`src/hdl/spv_pkg.sv`:
```
// ----------------------------------------------------------------------------
// spv_pkg
// Types and codes shared by the sampler voice controller, datapath and top.
// ----------------------------------------------------------------------------
package spv_pkg;

    // Item opcodes
    localparam logic [2:0] OPC_TICK      = 3'd0;
    localparam logic [2:0] OPC_START     = 3'd1;
    localparam logic [2:0] OPC_STOP_TAIL = 3'd2;
    localparam logic [2:0] OPC_STOP_NOW  = 3'd3;
    localparam logic [2:0] OPC_WRITE     = 3'd4;

    // Register indexes
    localparam logic [2:0] REG_FILTER_ENABLE = 3'd0;
    localparam logic [2:0] REG_COEF_B0       = 3'd1;
    localparam logic [2:0] REG_COEF_B1       = 3'd2;
    localparam logic [2:0] REG_COEF_B2       = 3'd3;
    localparam logic [2:0] REG_COEF_A1       = 3'd4;
    localparam logic [2:0] REG_COEF_A2       = 3'd5;
    localparam logic [2:0] REG_SOURCE_STEREO = 3'd6;
    localparam logic [2:0] REG_OUTPUT_STEREO = 3'd7;

    // Sequencer steps; also the datapath command code
    localparam logic [4:0] SEQ_IDLE       = 5'd0;
    localparam logic [4:0] SEQ_MOD_LOAD   = 5'd1;
    localparam logic [4:0] SEQ_MOD_STEP   = 5'd2;
    localparam logic [4:0] SEQ_WRITE      = 5'd3;
    localparam logic [4:0] SEQ_READ0      = 5'd4;
    localparam logic [4:0] SEQ_READ1      = 5'd5;
    localparam logic [4:0] SEQ_INT_MUL    = 5'd6;
    localparam logic [4:0] SEQ_INT_ROUND  = 5'd7;
    localparam logic [4:0] SEQ_GAIN_MUL   = 5'd8;
    localparam logic [4:0] SEQ_GAIN_ROUND = 5'd9;
    localparam logic [4:0] SEQ_ENV_MUL    = 5'd10;
    localparam logic [4:0] SEQ_ENV_ROUND  = 5'd11;
    localparam logic [4:0] SEQ_ENV        = 5'd12;
    localparam logic [4:0] SEQ_MIX        = 5'd13;
    localparam logic [4:0] SEQ_FILT0      = 5'd14;
    localparam logic [4:0] SEQ_FILT1      = 5'd15;
    localparam logic [4:0] SEQ_FILT2      = 5'd16;
    localparam logic [4:0] SEQ_FILT3      = 5'd17;
    localparam logic [4:0] SEQ_FILT4      = 5'd18;
    localparam logic [4:0] SEQ_FILT5      = 5'd19;
    localparam logic [4:0] SEQ_OUT        = 5'd20;
    localparam logic [4:0] SEQ_ZERO       = 5'd21;
    localparam logic [4:0] SEQ_START      = 5'd22;

    localparam logic [16:0] FULL_LEVEL = 17'd32768;

    typedef struct packed {
        logic [2:0]         opcode;
        logic [23:0]        pitch_step;
        logic [15:0]        note_gain;
        logic [15:0]        start_position;
        logic [15:0]        end_position;
        logic [15:0]        attack_step;
        logic [15:0]        release_step;
        logic [15:0]        sample_address;
        logic signed [15:0] sample_left;
        logic signed [15:0] sample_right;
    } in_item_t;

    typedef struct packed {
        logic signed [15:0] out_left;
        logic signed [15:0] out_right;
        logic               voice_active;
    } out_item_t;

    typedef struct packed {
        logic               filter_enable;
        logic signed [17:0] coef_b0;
        logic signed [17:0] coef_b1;
        logic signed [17:0] coef_b2;
        logic signed [17:0] coef_a1;
        logic signed [17:0] coef_a2;
        logic               source_stereo;
        logic               output_stereo;
    } cfg_t;

    typedef struct packed {
        logic [4:0] op;
        logic       capture;
        logic       sel_wr;
        logic       attack;
        logic       release_on;
    } cmd_t;

    typedef struct packed {
        logic mod_last;
        logic env_full;
        logic env_empty;
        logic past_end;
    } status_t;

endpackage

```
`src/hdl/spv_ctrl.sv`:
```
// ----------------------------------------------------------------------------
// spv_ctrl
// Sequencer for the sampler voice: handshakes, voice phase flags, step order.
// ----------------------------------------------------------------------------
module spv_ctrl (
    input  logic             aclk,
    input  logic             aresetn,
    input  logic             s_valid,
    output logic             s_ready,
    input  logic [2:0]       s_opcode,
    input  logic             s_attack_nz,
    output logic             m_valid,
    input  logic             m_ready,
    input  spv_pkg::cfg_t    cfg,
    input  spv_pkg::status_t status,
    output spv_pkg::cmd_t    cmd
);
    import spv_pkg::*;

    logic [4:0] state_reg, state_next;
    logic       on_reg, on_next;
    logic       attack_reg, attack_next;
    logic       release_reg, release_next;
    logic       wr_reg, wr_next;
    logic       m_valid_reg, m_valid_next;
    logic       out_free, out_step, load_out;

    assign out_free = !m_valid_reg || m_ready;
    assign out_step = (state_reg == SEQ_OUT) || (state_reg == SEQ_ZERO);
    assign load_out = out_step && out_free;
    assign s_ready  = (state_reg == SEQ_IDLE);
    assign m_valid  = m_valid_reg;

    always_comb begin
        state_next   = state_reg;
        on_next      = on_reg;
        attack_next  = attack_reg;
        release_next = release_reg;
        wr_next      = wr_reg;
        case (state_reg)
            SEQ_IDLE: begin
                if (s_valid) begin
                    case (s_opcode)
                        OPC_TICK: begin
                            wr_next    = 1'b0;
                            state_next = on_reg ? SEQ_MOD_LOAD : SEQ_ZERO;
                        end
                        OPC_START: begin
                            on_next      = 1'b1;
                            attack_next  = s_attack_nz;
                            release_next = 1'b0;
                            state_next   = SEQ_START;
                        end
                        OPC_STOP_TAIL: begin
                            if (on_reg) begin
                                attack_next  = 1'b0;
                                release_next = 1'b1;
                            end
                        end
                        OPC_STOP_NOW: begin
                            on_next      = 1'b0;
                            attack_next  = 1'b0;
                            release_next = 1'b0;
                        end
                        OPC_WRITE: begin
                            wr_next    = 1'b1;
                            state_next = SEQ_MOD_LOAD;
                        end
                        default: ;
                    endcase
                end
            end
            SEQ_MOD_LOAD:   state_next = SEQ_MOD_STEP;
            SEQ_MOD_STEP: begin
                if (status.mod_last) begin
                    state_next = wr_reg ? SEQ_WRITE : SEQ_READ0;
                end
            end
            SEQ_WRITE:      state_next = SEQ_IDLE;
            SEQ_READ0:      state_next = SEQ_READ1;
            SEQ_READ1:      state_next = SEQ_INT_MUL;
            SEQ_INT_MUL:    state_next = SEQ_INT_ROUND;
            SEQ_INT_ROUND:  state_next = SEQ_GAIN_MUL;
            SEQ_GAIN_MUL:   state_next = SEQ_GAIN_ROUND;
            SEQ_GAIN_ROUND: state_next = SEQ_ENV_MUL;
            SEQ_ENV_MUL:    state_next = SEQ_ENV_ROUND;
            SEQ_ENV_ROUND:  state_next = SEQ_ENV;
            SEQ_ENV: begin
                if (release_reg && status.env_empty) begin
                    on_next      = 1'b0;
                    release_next = 1'b0;
                    state_next   = SEQ_ZERO;
                end else begin
                    if (attack_reg && status.env_full) begin
                        attack_next = 1'b0;
                    end
                    if (!cfg.output_stereo) begin
                        state_next = SEQ_MIX;
                    end else begin
                        state_next = cfg.filter_enable ? SEQ_FILT0 : SEQ_OUT;
                    end
                end
            end
            SEQ_MIX:   state_next = cfg.filter_enable ? SEQ_FILT0 : SEQ_OUT;
            SEQ_FILT0: state_next = SEQ_FILT1;
            SEQ_FILT1: state_next = SEQ_FILT2;
            SEQ_FILT2: state_next = SEQ_FILT3;
            SEQ_FILT3: state_next = SEQ_FILT4;
            SEQ_FILT4: state_next = SEQ_FILT5;
            SEQ_FILT5: state_next = SEQ_OUT;
            SEQ_OUT: begin
                if (out_free) begin
                    if (status.past_end) begin
                        on_next      = 1'b0;
                        attack_next  = 1'b0;
                        release_next = 1'b0;
                    end
                    state_next = SEQ_IDLE;
                end
            end
            SEQ_ZERO: begin
                if (out_free) begin
                    state_next = SEQ_IDLE;
                end
            end
            SEQ_START: state_next = SEQ_IDLE;
            default:   state_next = SEQ_IDLE;
        endcase
    end

    always_comb begin
        m_valid_next = m_valid_reg;
        if (load_out) begin
            m_valid_next = 1'b1;
        end else if (m_ready) begin
            m_valid_next = 1'b0;
        end
    end

    always_comb begin
        cmd.op         = (out_step && !out_free) ? SEQ_IDLE : state_reg;
        cmd.capture    = s_valid && s_ready;
        cmd.sel_wr     = wr_reg;
        cmd.attack     = attack_reg;
        cmd.release_on = release_reg;
    end

    always_ff @(posedge aclk) begin
        if (!aresetn) begin
            state_reg   <= SEQ_IDLE;
            on_reg      <= 1'b0;
            attack_reg  <= 1'b0;
            release_reg <= 1'b0;
            wr_reg      <= 1'b0;
            m_valid_reg <= 1'b0;
        end else begin
            state_reg   <= state_next;
            on_reg      <= on_next;
            attack_reg  <= attack_next;
            release_reg <= release_next;
            wr_reg      <= wr_next;
            m_valid_reg <= m_valid_next;
        end
    end

endmodule

```
`config.mk`:
```
export PLATFORM = sky130hd
export DESIGN_NAME = spv_ctrl
export DESIGN_NICKNAME = d
export VERILOG_FILES = /design/src/hdl/spv_pkg.sv /design/src/hdl/spv_ctrl.sv
export SDC_FILE = /design/constraint.sdc
export NUM_CORES = 1
export LEC_CHECK = 0
export CAP_MARGIN = 10
export CORE_ASPECT_RATIO = 1.1
export CORE_MARGIN = 2
export CORE_UTILIZATION = 50
export CTS_BUF_LIST = sky130_fd_sc_hd__clkbuf_8
export DETAILED_ROUTE_END_ITERATION = 6
export DONT_BUFFER_PORTS = 1
export GPL_TIMING_DRIVEN = 0
export PLACE_DENSITY = 0.66
export SLEW_MARGIN = 10
export SYNTH_ARGS = -nofsm -noshare
export SYNTH_HDL_FRONTEND = slang
export SYNTH_SLANG_ARGS = --single-unit
```
`constraint.sdc`:
```
create_clock -name aclk -period 4.6 [get_ports aclk]
set_input_delay 0.69 -clock aclk [delete_from_list [all_inputs] [get_ports aclk]]
set_output_delay 0.69 -clock aclk [all_outputs]
set_load 0.005 [all_outputs]
```
==> impl.org, run 1 <==
** Synth
- The most used flip-flop cell after synthesis is dfxtp_1.
- The most common cell in the synthesized netlist is nand2_1.
- The biggest area contributor in the post-synthesis netlist is dfxtp_1.
- Counting flops with a built-in enable in the synthesized netlist gives 0.
- The Yosys step of the flow raised 0 warnings.
- Counting distinct cell types in the post-synthesis netlist gives 45.
- Counting instances in the post-synthesis netlist gives the leading cell types as nand2_1 (11), dfxtp_1 (10), a21oi_1 (9), nor2b_1 (9).
- Sequential cells were found to cover 22.60% of the synthesized design area.
- Synthesized cell area :: 885.9 um^2
- Post-synth top area share :: 22.60%
- Synthesized netlist cell count :: 119
- Yosys reg bits :: 10
- Yosys attributes the largest share of cell area to dfxtp_1 (23%), nor2b_1 (6.4%), a21oi_1 (5.1%).
- Share of async-settable or async-resettable flops after synthesis :: 0%
- The number of nets handed over by synthesis was 224.
- Synthesized area per cell :: 7.444 um^2

** Timing
- Final Hold Violating Endpoints :: 0
- Fin crit period :: 2.152 ns
- At the pin with the least slew margin, the transition time is 0.5359 ns.
- Final number of setup-violating endpoints :: 0
- For the final routed database, the setup TNS stands at 0 ns.
- Maximum operating frequency :: 0.4648 GHz
- Between clock sinks in the finished design, the worst skew comes to 0.005229 ns.
- RSZ-0062 raised after global routing :: no
- Worst Setup Slack, final :: 2.448 ns
- In this run the tightest slew margin relative to its limit is 64.27%.
- Max Slew Vio Count :: 0
- Final worst path period share :: 46.77%

** Layout
- The number of antenna diodes in the final layout is 0.
- Non-Filler Instances :: 140
- Count of filler cells inserted in the layout :: 160
- Share of final-layout standard cells stronger than drive strength 1 :: 16.26%
- Area growth from synthesis to layout :: 8.616%
- The net count of the finished layout is 229.
- In the final layout, the multi-input gates occupy 594.3 um^2.
- Flip-flop count of the largest register, all copies and words added :: 5
- Summing all flip-flop and latch instances after layout gives 200.2 um^2.

** Routing
- Detail Route Antenna Nets :: 0
- After the first detailed-routing iteration, the DRC count stood at 60.
- In the routed layout, each cell is associated on average with a via count of 6.393.
- Total via count after detailed routing :: 895
- Dividing the detail-routed wire length by the instance count gives 15.48 um.
- After detailed routing, the total wire length is 2167 um.
- Number of iterations in the first detailed-routing pass :: 4
- Post-route DRC :: 0

** Clock tree
- Clock-pin slew was measured on the worst setup and hold paths at 0.05 ns.
- Clock latency of the later-clocked register in the worst-skew pair :: 0.24 ns
- Post CTS Setup Buffer Count :: 0
- Clock buffers created by TritonCTS :: 3
- CTS built an H-tree with a depth of 1.
- CTS root buffer :: clkbuf_8
- Hold-fix buffer count after cts :: 0
- # resized after CTS :: 0
- TritonCTS clock tree :: yes
- Counting along the longest clock path gives a buffer depth of 2.
- For this design, the sink count on the clock tree is 10.

** Power and ir drop
- For this design the static power due to leakage is 0.3648 nW.
- Largest vdd supply drop :: 0.0002584 V
- The design draws 0.0004394 W.
- Power spread over the standard cell area amounts to 456.7 nW/um^2.

** Global routing
- Summed over all layers, the global routing overflow is 0.
- Wire length of the first global-routing pass :: 3484 um
- Entering global routing, the biggest net connects 11 pins.
- The number of global-route vias before repair is 770.
- Across every metal layer, demand over resource in global routing totals 22.84%.
- The number of antenna violations at the first check in global routing was 0.

** Die
- Number of top-level pins :: 116
- Placeable core region :: 1614 um^2
- The die covers 2125 um^2.
- Die height :: 48.15 um
- The floorplan step set the die width to 44.13 um.
- Initial core utilization :: 54.88%
- Row count :: 15

** Setup path
- The largest single stage delay on the critical path is 0.38 ns.
- The worst setup path is launched from a flop.
- Crit-path cells :: buf_4 -> nand3b_2 -> nor3_2 -> nor2b_1
- In this run the worst path has a maximum fanout of 10.
- Data on the critical path is required at its endpoint by 3.91 ns.
- Data arrives at the worst endpoint at 1.46 ns.
- CP max stage cell :: dfxtp_1
- The critical path is of the reg2out type.
- CP Capture Type :: output port

** Hold path
- Hold crit path type :: reg2reg

** Placed design
- # port buffers :: 0
- Placed Cells :: 136
- Pre-CTS setup slack :: 2.502 ns
- Summed over all nets, the half-perimeter wirelength after detailed placement is 1696 um.
- Routability-driven placement finished with a final weighted congestion of 0.9207.

** Run status
- The flow ran to the end, and the final reports show no timing, DRC or antenna violations.

** Run
- Max-cap violations in this run came to 0.
## path summary, 6_finish.rpt
| kind | from | to | slack (ns) | cells after the start |
|---|---|---|---|---|
| max | state_reg[4] | cmd[4] | 2.45 | 4 |
| min | attack_reg | attack_reg | 0.49 | 2 |
| max reg2reg | state_reg[3] | on_reg | 3.02 | 6 |
| min reg2reg | attack_reg | attack_reg | 0.49 | 2 |
## worst max-delay path, delay by kind of cell, from the launching register on
family | cells | cell delay [ns]
simple gates | 3 | 0.65
flops | 1 | 0.38
buf+inv | 1 | 0.20
## cell usage in the layout (no fill, tap or decap), types with 2 or more instances in the layout
cell,synthesis,routed
nand4_1,3,3
buf_4,5,5
nand3_1,4,4
o21ai_0,6,6
a21o_1,2,2
o21ai_1,6,6
and3_1,2,2
nor2_1,4,4
inv_1,4,4
buf_2,4,4
nand4b_1,2,2
mux2i_1,2,2
dfxtp_1,10,10
a21oi_1,9,9
nor2b_1,9,9
nand2_1,11,11
a22oi_1,2,2
clkbuf_1,3,3
clkbuf_8,0,4
a221oi_1,2,2
and2_1,4,4
## area by class of cell
cell class	count	area share, %
multi-input combinational	91	61.77
sequential	10	20.81
clock buffer	4	5.722
inverter	5	1.951
tap	17	2.211
buffer	13	7.542
## per-layer routing
layer	GRT usage [%]	up-vias	part of all wire [%]
met3	4.815	4	7.8
met4	9.091	0	1.3
met1	31.17	413	45
li1	-	439	-
met5	0	-	0
met2	35.59	39	46
## metrics by stage
| step | hold slack (ns) | cell area (um^2) | util (%) |
|---|---|---|---|
| detailed placement | 0.4840 | 907.1 | 56.20 |
| global route | 0.5415 | 962.2 | 59.61 |
| finish | 0.4894 | 962.2 | 59.61 |
| CTS | 0.4910 | 962.2 | 59.61 |
| floorplan | 0.4521 | 885.9 | - |
| global placement | 0.4758 | 907.1 | 56.20 |
## logic make-up (layout without fill, tap and decap cells)
family	Yosys count	after routing	synth area share, %
AND/OR/NAND/NOR	51	51	35.03
multiplexers	2	2	2.260
AO/OA/AOI/OAI	37	37	28.82
flip-flops	10	10	22.60
XOR/XNOR	1	1	0.9889
buffers and inverters	18	22	10.31
## report_power, final
| part | switching, W | leakage, nW | internal [W] |
|---|---|---|---|
| Clock | 0.0000334 | 0.0288 | 0.0000751 |
| Combinational | 0.000132 | 0.255 | 0.0000832 |
| Sequential | 0.0000133 | 0.0814 | 0.000102 |
No activity file was read; power rests on OpenSTA's default activity.
==> run 2, diff against run 1 <==
- ABC_AREA: not set -> 1
- PLACE_DENSITY: 0.66 -> 0.69
- clock period: 4.6 -> 1.8 ns (I/O delays scaled with it)
==> impl.org, run 2 <==
** Setup path
- The critical path in this run is classified as reg2out.
- In this run the worst path has a maximum fanout of 6.
- STA classifies the critical path startpoint as a flop.
- Reg-to-reg slack, setup :: 0.34 ns
- CP Capture Type :: output port
- STA puts the critical path data required time at 1.53 ns.
- Arrival time at the worst endpoint :: 1.25 ns

** Die
- Die extent in x :: 47.77 um
- Number of top-level pins :: 116
- The total area inside the core boundary comes to 1999 um^2.
- Initial core utilization :: 52.69%
- Die height :: 52.15 um
- The floorplan step defined a die boundary enclosing 2491 um^2.
- Row count :: 17

** Clock tree
- The clock net in this run drives a total of 10 sinks.
- Post CTS Setup Buffer Count :: 0
- The clock passes through at most 2 buffers.
- CTS placed an instance of clkbuf_8 at the clock tree root.
- In this run the number of H-tree levels came out at 1.
- TritonCTS clock tree :: yes
- Register clock-pin slew on the reported worst setup and hold paths :: 0.06 ns
- # resized after CTS :: 0
- Clock latency on the worst-skew pair, taken at its later pin, is 0.25 ns.
- Counting the buffers created by CTS gives 3.
- The number of hold buffers added after CTS was 0.

** Routing
- Number of vias per cell :: 5.129
- The first TritonRoute pass finished after 5 iterations.
- In this run the remaining antenna-violating nets after routing total 0.
- The routed design has 2475 um of wire.
- Average wire length per cell after detail routing :: 11.79 um
- Across all layers, the routed design uses 1077 vias.
- In this run, the number of DRC markers left after iteration 0 of detailed routing was 20.
- After detailed routing, the number of remaining DRC violations is 0.

** Power and ir drop
- Static power due to leakage :: 0.5852 nW
- Of the total power, the clock network draws 15.9%.
- Overall power after layout :: 0.001900 W
- Net switching power :: 0.0009812 W
- Across the VDD grid, the largest voltage drop is 0.0008909 V.
- In this run the power density over the cells is 1662 nW/um^2.
- Part of the total power dissipated in combinational logic :: 65.9%
- Net switching is 51.63% of the power.
- The internal power of the cells totals 0.0009192 W.
- Fraction of power consumed by sequential logic :: 18.2%

** Global routing
- Vias in the first global route :: 1047
- Grt ovf :: 0
- Entering global routing, the biggest net connects 11 pins.
- Total Routing Usage GR :: 24.51%
- Wire length of the first global-routing pass :: 4278 um
- Antenna violations before repair :: 0

** Placed design
- Area after detailed placement :: 1089 um^2
- Including well taps, the total number of placed cells is 206.
- Once detailed placement completed, the half-perimeter wirelength came to 2029 um.
- Prior to clock tree synthesis, the placed netlist has a worst setup slack of 0.3536 ns.
- During placement, the flow inserted port buffers numbering 0.
- Gp weighted congestion :: 0.8630

** Synth
- Most area-hungry cell type in the Yosys netlist :: dfxtp_1
- A synthesized cell averages 5.919 um^2.
- Counting every net in the synthesized netlist gives 283.
- Synthesis produced 178 cells.
- In the post-synthesis netlist, the cell with the most instances is nand2_1.
- Fraction of the yosys area taken by sequential cells :: 19.00%
- The synthesized design contains 10 register bits.
- Synthesized cell area :: 1054 um^2
- For this run, the number of Yosys warnings is 0.
- Most instantiated cells after synthesis :: nand2_1 (44), inv_1 (24), nor2_1 (24), nand3_1 (14), a21oi_1 (12)
- In the synthesized netlist the dominant register cell turns out to be dfxtp_1.
- Number of flops mapped to enable cells by yosys :: 0
- Number of unique standard cell types used by synthesis :: 25
- In the synthesized netlist the async set-or-reset flop fraction comes to 0%.
- Post-synth top area share :: 19.00%
- By area the synthesized netlist is led by dfxtp_1 (19%), nand2_1 (16%), inv_1 (8.6%).

** Layout
- Most frequent cells in the layout :: nand2_1 (44), inv_1 (24), nor2_1 (24)
- Compared with the post-synthesis result, the final layout area differs by 8.551%.
- Commonest non-fill, non-tap cell in the layout :: nand2_1
- For this run, the post-layout net count is 288.
- Fin area :: 1144 um^2
- The count of cells in the finished layout, fillers not included, comes to 210.
- The repair_antennas step left the layout with diodes totalling 0.
- Flip-flop count of the largest register, all copies and words added :: 5
- Share of final-layout standard cells stronger than drive strength 1 :: 21.43%
- The filler cells instantiated in the layout total 217.

** Run status
- Result of the run :: complete, no violations

** Timing
- Setup repair after global routing left no endpoint under its margin.
- The smallest clock period supported by the final layout is computed as 1.524 ns.
- For the final database, setup skew stands at 0.005987 ns.
- Max Slew Vio Count :: 0
- The worst path meets setup with 0.2763 ns of slack.
- Worst slew slack as a fraction of its limit :: 75.81%
- The number of endpoints with negative hold slack in the final report was 0.
- Maximum operating frequency :: 0.6563 GHz
- Final worst path period share :: 84.65%
- Sum of negative setup slack :: 0 ns
- At the pin with the least slew margin, the transition time is 0.3623 ns.
- Final number of setup-violating endpoints :: 0

** Run
- Maxcap violations :: 0

** Hold path
- Hold crit path type :: in2reg
-- run 2: changes by cell type after synthesis, moves of 5 or more --
cell	previous run	this run
nand2_1	11	44
inv_1	4	24
nor2_1	4	24
nand3_1	4	14
nor2b_1	9	0
nor2_2	1	7
nand2_2	0	5
nand3_2	1	6
o21ai_1	6	1
-- run 2: metrics by stage --
step           utilization [%]  hold WS [ns]
2_1_floorplan                -        0.3907
3_3_place_gp             54.44        0.3976
3_5_place_dp             54.44        0.3972
4_1_cts                  57.20        0.1404
5_1_grt                  57.20        0.1539
6_report                 57.20        0.1414
-- run 2: kinds of logic (layout without fill, tap and decap cells) --
group | Yosys count | in the layout | share of synthesized area [%]
buffers and inverters | 37 | 41 | 15.91
DFF | 10 | 10 | 19.00
AOI/OAI and AO/OA | 19 | 19 | 9.738
and+or+nand+nor | 112 | 112 | 55.34
-- run 2: area by class of cell --
type	instances	area, um^2	share of cell area, %
multi-input cells	131	685.7	59.96
flip-flops and latches	10	200.2	17.51
inverters	30	113.9	9.956
clock buffers	4	55.05	4.814
plain buffers	7	53.80	4.705
well taps	28	35.03	3.063
-- run 2: path summary, 6_finish.rpt --
path / endpoint / depth (start not counted) / startpoint
max reg2reg: state_reg[1] / 8 / state_reg[3]
max: cmd[4] / 5 / state_reg[2]
min reg2reg: release_reg / 2 / release_reg
min: attack_reg / 2 / aresetn
-- run 2: worst max-delay path: stages (launching register included) --
cell     delay (ns)
dfxtp_1        0.45
inv_2          0.10
nor2_4         0.16
nand4_4        0.14
nand2_1        0.10
inv_1          0.05
-- run 2: routing by layer --
layer	GRT usage, %	part of all wire (%)	wire length [um]	vias up
li1	-	-	-	557
met1	30.85	43	1052	465
met2	36.67	48	1185	46
met3	5.903	6.7	165	9
met4	14.41	2.9	72	0
met5	0	0	0	-
-- run 2: power groups by stage --
stage,logic [W],registers [W],clock network (W)
6_report,0.00125,0.000345,0.000302
5_1_grt,0.00141,0.000353,0.000315
2_1_floorplan,0.00107,0.000334,0
3_5_place_dp,0.00125,0.000349,0
3_3_place_gp,0.00125,0.000349,0
4_1_cts,0.00126,0.000345,0.000302
==> run 3, diff against run 2 <==
- clock period: 1.8 -> 1.4 ns (I/O delays scaled with it)
==> impl.org, run 3 (synthesis results as in run 2) <==
** Layout
- Flip-flop count of the largest register, all copies and words added :: 5
- Most frequent cells in the layout :: nand2_1 (40), inv_1 (22), nor2_1 (21)
- Fin nets :: 295
- Commonest non-fill, non-tap cell in the layout :: nand2_1
- In the final layout, the share of cells above drive strength 1 is 33.33%.
- Core occupancy in the finished layout :: 64.71%
- Count of antenna diodes in the layout :: 0
- From synthesis to final layout, the design area changed by 22.80%.

** Power and ir drop
- Power density of the placed cells :: 2215 nW/um^2
- For this design the static power due to leakage is 0.6372 nW.
- IR analysis of the VDD net gives a maximum drop of 0.001197 V.

** Die
- Initial core utilization :: 52.69%
- Placeable core region :: 1999 um^2
- Row count :: 17
- Die extent in x :: 47.77 um
- 116 I/O pins were placed.
- Die height :: 52.15 um
- The die covers 2491 um^2.

** Setup path
- On the worst path, the slowest cell contributes a delay of 0.32 ns.
- For flop-to-flop paths, the worst setup slack is 0.02 ns.
- Traced cell by cell, the critical path runs through buf_6 -> nor2_4 -> nand2_4 -> nor2_8 -> nand3_2 -> nand2_2 -> nor2_2 -> a21oi_1 -> nor2_1.
- At the worst endpoint, the arrival time is 1.52 ns.
- STA classifies the critical path startpoint as a flop.
- The worst register-to-register path ends at attack_reg.
- Req. time, crit path :: 1.54 ns
- CP max stage cell :: dfxtp_2
- The cell family contributing the most delay on the critical path is simple AND/OR/NAND/NOR gates.
- CP Capture Type :: flop
- The setup path with the least slack is of type reg2reg.
- Together, buffers and inverters on the worst path number 1.
- The worst register-to-register path begins at state_reg[4].
- Number of cells on the worst reg-to-reg path :: 9
- Tracing the worst setup path back leads to its startpoint at state_reg[4].
- Along the worst path, the maximum fanout reaches 5.

** Timing
- Max Slew Vio Count :: 0
- For the finished layout, the period the worst path requires is 1.383 ns.
- The worst pin sits at a relative slew slack of 81.44%.
- WHS :: 0.08760 ns
- Setup repair after global routing could not meet its margin everywhere.
- Setup violations remaining at the end of the flow were counted as 0.
- At the pin with the least slew margin, the transition time is 0.2781 ns.
- Maximum operating frequency :: 0.7229 GHz
- Final worst path period share :: 98.81%
- Across the routed clock network, the largest skew measured is 0.006141 ns.
- Final Hold Violating Endpoints :: 0

** Global routing
- Total Routing Usage GR :: 24.44%
- Grt ovf :: 0
- Wire length of the first global-routing pass :: 4278 um
- The number of global-route vias before repair was 1041.
- Largest net degree at the start of global routing :: 11
- Antenna violations before repair :: 0

** Routing
- Number of iterations in the first detailed-routing pass :: 4
- Total via count after detailed routing :: 1102
- Detail Route Antenna Nets :: 0
- Iteration-0 DRC count of the detailed router :: 18
- Number of vias per cell :: 5.078
- In the final routed layout, each cell accounts on average for 12.50 um.
- Post-route DRC :: 0
- For this block, the routed nets add up to 2712 um of wire.

** Clock tree
- Counting every sink on the clock net gives 10.
- TritonCTS built the clock tree.
- Hold-fix buffer count after cts :: 0
- Clock latency of the later-clocked register in the worst-skew pair :: 0.25 ns
- Deepest level of the CTS H-tree :: 1
- TritonCTS created 3 clock buffers.
- In this run the deepest clock path goes through 2 buffers.
- CTS placed an instance of clkbuf_8 at the clock tree root.
- Register clock-pin slew on the reported worst setup and hold paths :: 0.05 ns

** Hold path
- The worst hold path was traced through 2 stages.
- In this run the most critical hold path is launched from aresetn.
- Hold worst-path end :: attack_reg
- The tightest min-delay check is of the in2reg type.

** Run status
- Result of the run :: complete, no violations

** Placed design
- At the end of routability-driven placement, the weighted congestion stood at 0.8630.
- The count of buffers added on input and output ports is 0.
- After legalization and detailed placement, the total HPWL measured 2029 um.

** Run
- Across the run, the number of max-cap violations was 0.
## run 3: changes by cell type in the layout (fill, tap and decap cells not counted), sizes merged
cell,previous run,this run
buf,5,12
## run 3: power breakdown
group / switching, W / leakage, nW / internal (W)
clock network: 0.000143 / 0.0288 / 0.000249
registers: 0.0000992 / 0.0842 / 0.000378
logic: 0.00123 / 0.524 / 0.000767
## run 3: per-stage QoR
stage / power, W / setup WS, ns / cells / cell area [um^2] / TNS (ns)
2_1_floorplan: 0.001800 / 0.1437 / 178 / 1054 / 0
3_3_place_gp: 0.002052 / -0.03451 / 206 / 1089 / -0.06407
3_5_place_dp: 0.002059 / -0.04640 / 206 / 1089 / -0.09835
4_1_cts: 0.002486 / 0.001616 / 210 / 1160 / 0
5_1_grt: 0.003081 / -0.07824 / 217 / 1294 / -0.3744
6_report: 0.002866 / 0.01667 / 217 / 1294 / 0
## run 3: worst max path at each step
stage | endpoint | slack (ns) | depth (start not counted)
after floorplan | on_reg | 0.14 | 9
final | attack_reg | 0.02 | 9
after global placement | on_reg | -0.03 | 9
after CTS | cmd[3] | 0.002 | 4
after global routing | attack_reg | -0.08 | 9
after detailed placement | on_reg | -0.05 | 9
## run 3: layout make-up
cell class,instances,area [um^2]
multi-input combinational,131,769.5
fill,197,705.7
sequential,10,210.2
inverter,30,116.4
buffer,7,57.56
clock buffer,4,55.05
timing repair buffer,7,50.05
tap,28,35.03
## run 3: per-layer routing
metal	global-route usage, %	vias to the layer above	share of wire [%]
li1	-	571	-
met1	31.49	498	44
met2	37.11	26	49
met3	4.514	7	4.2
met4	13.51	0	2.7
met5	0	-	0
## run 3: what timing repair did
| item | in CTS | in global routing |
|---|---|---|
| endpoints found under the setup margin | 11 | 12 |
| resized for setup | 7 | 22 |
| buffers inserted | 0 | 6 |
| gates cloned | 0 | 1 |
| pin swaps | 1 | 11 |
